### config.mk
export PLATFORM = sky130hd
export DESIGN_NAME = edp_front
export DESIGN_NICKNAME = d
export VERILOG_FILES = /design/src/hdl/edp_pkg.sv /design/src/hdl/edp_front.sv
export SDC_FILE = /design/constraint.sdc
export NUM_CORES = 1
export LEC_CHECK = 0
export CAP_MARGIN = 20
export CORE_MARGIN = 2
export CORE_UTILIZATION = 37
export CTS_CLUSTER_DIAMETER = 100
export DETAILED_ROUTE_END_ITERATION = 16
export DONT_BUFFER_PORTS = 1
export GPL_TIMING_DRIVEN = 0
export PLACE_DENSITY = 0.54
export SYNTH_ARGS = -nofsm -noshare
export SYNTH_HDL_FRONTEND = slang
export SYNTH_SLANG_ARGS = --single-unit
### constraint.sdc
create_clock -name clock -period 16.9 [get_ports clock]
set_clock_uncertainty 0.1 [all_clocks]
set_input_delay 3.38 -clock clock [delete_from_list [all_inputs] [get_ports clock]]
set_output_delay 3.38 -clock clock [all_outputs]
set_load 0.05 [all_outputs]
### src/hdl/edp_pkg.sv
// ----------------------------------------------------------------------------
// edp_pkg
// Shared types, command codes and constants of the event duration profiler.
// ----------------------------------------------------------------------------
package edp_pkg;

   localparam int NUM_RECORDS = 16;
   localparam int ID_W        = 4;
   localparam int REC_W       = (NUM_RECORDS > 1) ? $clog2(NUM_RECORDS) : 1;
   localparam logic [31:0] ALL_ONES32 = 32'hFFFF_FFFF;
   localparam logic [39:0] MAX40      = 40'hFF_FFFF_FFFF;
   localparam logic [19:0] US_PER_S   = 20'd1000000;

   typedef enum logic [3:0] {
      CMD_BEGIN      = 4'd0,
      CMD_END        = 4'd1,
      CMD_UPDATE_ONE = 4'd2,
      CMD_UPDATE_ALL = 4'd3,
      CMD_RESET_ONE  = 4'd4,
      CMD_RESET_ALL  = 4'd5,
      CMD_START      = 4'd6,
      CMD_READ_ID    = 4'd7,
      CMD_READ_NEXT  = 4'd8,
      CMD_REWIND     = 4'd9
   } cmd_type;

   typedef struct packed {
      logic [3:0]  command;
      logic [3:0]  record_id;
      logic [31:0] timestamp;
   } req_type;

   typedef struct packed {
      logic [3:0]  out_id;
      logic        active;
      logic [31:0] count_current;
      logic [31:0] count_last;
      logic [31:0] count_total;
      logic [31:0] min_last;
      logic [31:0] max_last;
      logic [31:0] min_total;
      logic [31:0] max_total;
      logic [39:0] avg_duration;
      logic [39:0] frequency;
   } rsp_type;

   // classified work item between front and back
   typedef struct packed {
      cmd_type     cmd;
      logic [REC_W-1:0] rec;
      logic [31:0] ts;
   } job_type;

endpackage

### src/hdl/edp_front.sv
// ----------------------------------------------------------------------------
// edp_front
// Accepts requests, drops those with no effect and queues the rest.
// ----------------------------------------------------------------------------
module edp_front (
   input  logic              clock,
   input  logic              reset,
   input  logic              enable,
   input  logic              req_valid,
   output logic              req_stall,
   input  edp_pkg::req_type  req_data,
   output logic              job_valid,
   input  logic              job_take,
   output edp_pkg::job_type  job_data
);
   import edp_pkg::*;

   localparam int QD = 4;
   job_type        q_ff [QD];
   logic [2:0]     wp_ff, wp_in, rp_ff, rp_in;
   logic [2:0]     cnt;
   logic           keep;
   logic           id_ok;
   job_type        nj;

   assign cnt       = wp_ff - rp_ff;
   assign req_stall = (cnt == 3'(QD));
   assign job_valid = (cnt != 3'd0);
   assign job_data  = q_ff[rp_ff[1:0]];
   assign id_ok     = ({28'd0, req_data.record_id} < 32'(NUM_RECORDS));

   always_comb begin
      nj.cmd = cmd_type'(req_data.command);
      nj.rec = req_data.record_id[REC_W-1:0];
      nj.ts  = req_data.timestamp;
      unique case (req_data.command)
         CMD_BEGIN, CMD_END, CMD_UPDATE_ONE: keep = enable && id_ok;
         CMD_UPDATE_ALL:                     keep = enable;
         CMD_RESET_ONE, CMD_READ_ID:         keep = id_ok;
         CMD_RESET_ALL, CMD_START, CMD_READ_NEXT, CMD_REWIND: keep = 1'b1;
         default:                            keep = 1'b0;
      endcase
      wp_in = wp_ff + 3'((req_valid && !req_stall && keep) ? 1 : 0);
      rp_in = rp_ff + 3'((job_valid && job_take) ? 1 : 0);
   end

   always_ff @(posedge clock) begin
      if (req_valid && !req_stall && keep) q_ff[wp_ff[1:0]] <= nj;
      if (reset) begin
         wp_ff <= 3'd0;
         rp_ff <= 3'd0;
      end else begin
         wp_ff <= wp_in;
         rp_ff <= rp_in;
      end
   end

   a_cnt_bound: assert property (@(posedge clock) disable iff (reset)
      cnt <= 3'(QD)) else $error("queue overfilled");
   a_no_push_full: assert property (@(posedge clock) disable iff (reset)
      req_stall |=> (wp_ff == $past(wp_ff))) else $error("push while full");
   a_pop_valid: assert property (@(posedge clock) disable iff (reset)
      (rp_ff != $past(rp_ff)) |-> $past(job_valid)) else $error("pop empty");
endmodule

==> implementation parameters <==
Parameter                              Value

Clock network
  Number of buffers inserted for hold repair after clock tree synthesis    0
  Number of buffers inserted by post-CTS setup repair    0
  Number of buffers created by CTS    17
  Maximum root-to-sink buffer count    2
  CTS tree    yes
  H-tree Lvls    4
  Reg clk slew, reported paths    0.06 ns
  Root Driver    sky130_fd_sc_hd__clkbuf_16
  Number of cells upsized or downsized after cts    0
  Clock network latency to the later pin of the worst-skew pair    0.42 ns
  Clk sink count    166

Critical path
  Critical Path Start Type    flop
  CP Data Arrival Time    2.73 ns
  Critical setup path kind    reg2out
  Worst-path cell with the longest stage delay    sky130_fd_sc_hd__buf_1
  Buf/Inv on CP    3
  Top delay family on crit path    buffers and inverters
  Highest cell delay on the worst timing path    0.59 ns
  Max Fanout on Critical Path    10
  Setup crit end kind    output port
  List of cells traversed by the critical path    clkbuf_1 -> buf_1 -> inv_1 -> ha_1 -> nor2b_1 -> xnor2_2 -> and2_2
  Required time at the worst-slack endpoint    13.42 ns
  R2r setup slk    13.04 ns

Logic synthesis
  Fraction of post-synthesis cell area in the top cell type by area    0.7810
  Yosys top cell by area    sky130_fd_sc_hd__edfxtp_1
  Most frequently used flop master after synthesis    sky130_fd_sc_hd__edfxtp_1
  Most frequent cell after synthesis    sky130_fd_sc_hd__edfxtp_1
  Post-synth net total    300
  Cell types occupying the most area after synthesis    sky130_fd_sc_hd__edfxtp_1, sky130_fd_sc_hd__mux4_2, sky130_fd_sc_hd__dfxtp_1
  Number of warnings issued by yosys    0
  Cell variety after synth    23
  Share of synthesized flip-flops with an asynchronous set or reset    0
  Gate Count Post-Synth    249
  Total of flip-flops plus latches after synthesis    166
  Netlist Area Pre-Place    6152 µm²
  Number of synthesized flops with an enable pin    160
  Most instantiated cells after synthesis    sky130_fd_sc_hd__edfxtp_1, sky130_fd_sc_hd__mux4_2, sky130_fd_sc_hd__dfxtp_1, sky130_fd_sc_hd__ha_1, sky130_fd_sc_hd__nor2b_1
  Part of the Yosys area used for sequential elements    0.8005
  Avg Synthesized Cell Area    24.71 µm²

Placed design
  Cell total after placement    499
  RePlAce Congestion    0.7233
  Count of port buffers added during placement    0
  Half-perimeter wire length of the detailed placement result    7785 µm
  Place WS    10.92 ns

Timing
  Final Setup Violations    0
  Max-slew headroom at the worst pin    0.3171
  Post-Route Setup TNS    0 ns
  Setup repair after global routing missed its margin    false
  Pin slew with the least headroom to its limit    1.022 ns
  Max Freq    161.0 MHz
  Worst setup margin    10.69 ns
  Final max-slew violation count    0
  Fraction of the cycle the final worst path needs    0.3675
  Final Hold Fails    0
  Min Tclk post-route    6.211 ns
  Worst hold margin    0.4534 ns

Floorplan
  Die height    132.9 µm
  Ports placed on the boundary    87
  Site Rows    47
  Die Area    17670 µm²
  Die span in x    132.9 µm
  Core Area    16410 µm²
  Initial core utilization    0.3750

Global route
  Largest net degree at the start of global routing    17
  Total congestion overflow after global routing    0
  Antenna violations before repair    0
  Number of global-route vias before repair    2824
  Met3 usage in global routing    0.05402
  Wire length of the first global-routing pass    16820 µm
  Met2 track demand over resource    0.2136
  GRT Util Overall    0.1327
  Met1 layer usage reported by global route    0.1606
  Global route hottest layer    met2

Routing
  Drt drc    0
  Drt first pass iters    4
  Total wirelength of the detailed-routed design    11120 µm
  Drt initial violations    146
  Residual antenna-violating net count after detailed routing    0
  Wirelength per Cell    20.98 µm
  DR vias    2588
  Mean number of vias per cell    4.883

Final layout
  FILL cells    1413
  Filler-free cell count of the finished design    530
  Area delta synth->final    16.31%
  Post-Route Utilization    0.4361
  Count of antenna diodes in the layout    0
  Final net count    349
  Share of layout cells above drive strength 1    0.3516

Power and ir drop
  Total power divided by cell area    157.0 nW/µm²
  Leakage power figure    2.260 nW
  Highest ir drop seen on vdd    0.08112 mV

Flow run
  Number of max-cap violations    0

Status
  Run status    finished, final reports clean

Hold path
  Path class of the lowest-slack min-delay path    reg2reg
area by class of cell:
class                   instances  area, µm²  share of cell area
repair buffers                 30      210.2             0.02938
clock buffers                  20      436.7             0.06102
plain buffers                  10      52.55            0.007344
inverters                       3      11.26            0.001574
flip-flops and latches        166       4925              0.6882
multi-input cells              70       1184              0.1654
well taps                     220      275.3             0.03847
clock inverters                11      61.31            0.008568
worst reg2reg max path, cell delays in order (launching register included):
cell and delay [ns]:
sky130_fd_sc_hd__dfxtp_1 0.34, sky130_fd_sc_hd__clkbuf_1 0.26, sky130_fd_sc_hd__buf_1 0.59, sky130_fd_sc_hd__inv_1 0.10, sky130_fd_sc_hd__ha_1 0.20, sky130_fd_sc_hd__nor2b_1 0.18, sky130_fd_sc_hd__xnor2_2 0.18, sky130_fd_sc_hd__a2111oi_2 0.76
sky130_fd_sc_hd__buf_4 0.28, sky130_fd_sc_hd__buf_4 0.16, sky130_fd_sc_hd__buf_2 0.21, sky130_fd_sc_hd__buf_2 0.20
cells by family after synthesis:
logic type | synth area share
flops | 0.8005
mux | 0.1464
buf+inv | 0.01037
simple gates | 0.01139
compound gates | 0.01098
fa+ha+maj | 0.01220
xor+xnor | 0.008135
routing by layer:
| metal | share of wire | vias up |
|---|---|---|
| met5 | 0 | - |
| met4 | 0.014 | 0 |
| met3 | 0.073 | 13 |
| met2 | 0.49 | 71 |
| met1 | 0.42 | 1350 |
| li1 | - | 1154 |
layout by cell type, fill, tap and decap left out, types with 3 or more instances in the layout:
cell                         netlist  layout
sky130_fd_sc_hd__edfxtp_1        160     160
sky130_fd_sc_hd__dfxtp_1           6       6
sky130_fd_sc_hd__clkbuf_16         0      17
sky130_fd_sc_hd__clkinv_1          0       4
sky130_fd_sc_hd__buf_4             3      27
sky130_fd_sc_hd__buf_2             3       9
sky130_fd_sc_hd__ha_1              6       6
sky130_fd_sc_hd__nor2b_1           5       5
sky130_fd_sc_hd__clkinv_2          0       3
sky130_fd_sc_hd__mux4_2           40      40
sky130_fd_sc_hd__a2111oi_2         0       4
sky130_fd_sc_hd__clkbuf_1          2       5
sky130_fd_sc_hd__clkinvlp_4        0       3
sky130_fd_sc_hd__inv_1             3       3
through the flow:
| stage | total power [mW] | area [µm²] |
|---|---|---|
| CTS | 1.141 | 7156 |
| detailed placement | 0.8075 | 6658 |
| global placement | 0.8016 | 6427 |
| floorplan | 0.7619 | 6152 |
| finish | 1.123 | 7156 |
| global route | 1.165 | 7156 |
registers in the layout, indices dropped and copies added, names as in the netlist:
| register | count |
|---|---|
| q_ff | 160 |
| rp_ff | 3 |
| wp_ff | 3 |
final timing paths:
check | start | cells after the start | to
setup / recovery | rp_ff[1] | 7 | req_stall
hold reg to reg | rp_ff[2] | 2 | rp_ff[2]
setup reg to reg | rp_ff[1] | 11 | q_ff[1][16]
hold / removal | rp_ff[2] | 2 | rp_ff[2]
power by group:
| group | total, mW | switching (mW) | internal, mW |
|---|---|---|---|
| logic | 0.315 | 0.227 | 0.0881 |
| clock network | 0.332 | 0.148 | 0.184 |
| registers | 0.476 | 0.00506 | 0.471 |
| total | 1.12 | 0.380 | 0.743 |
(Power assumes the default switching activity.)
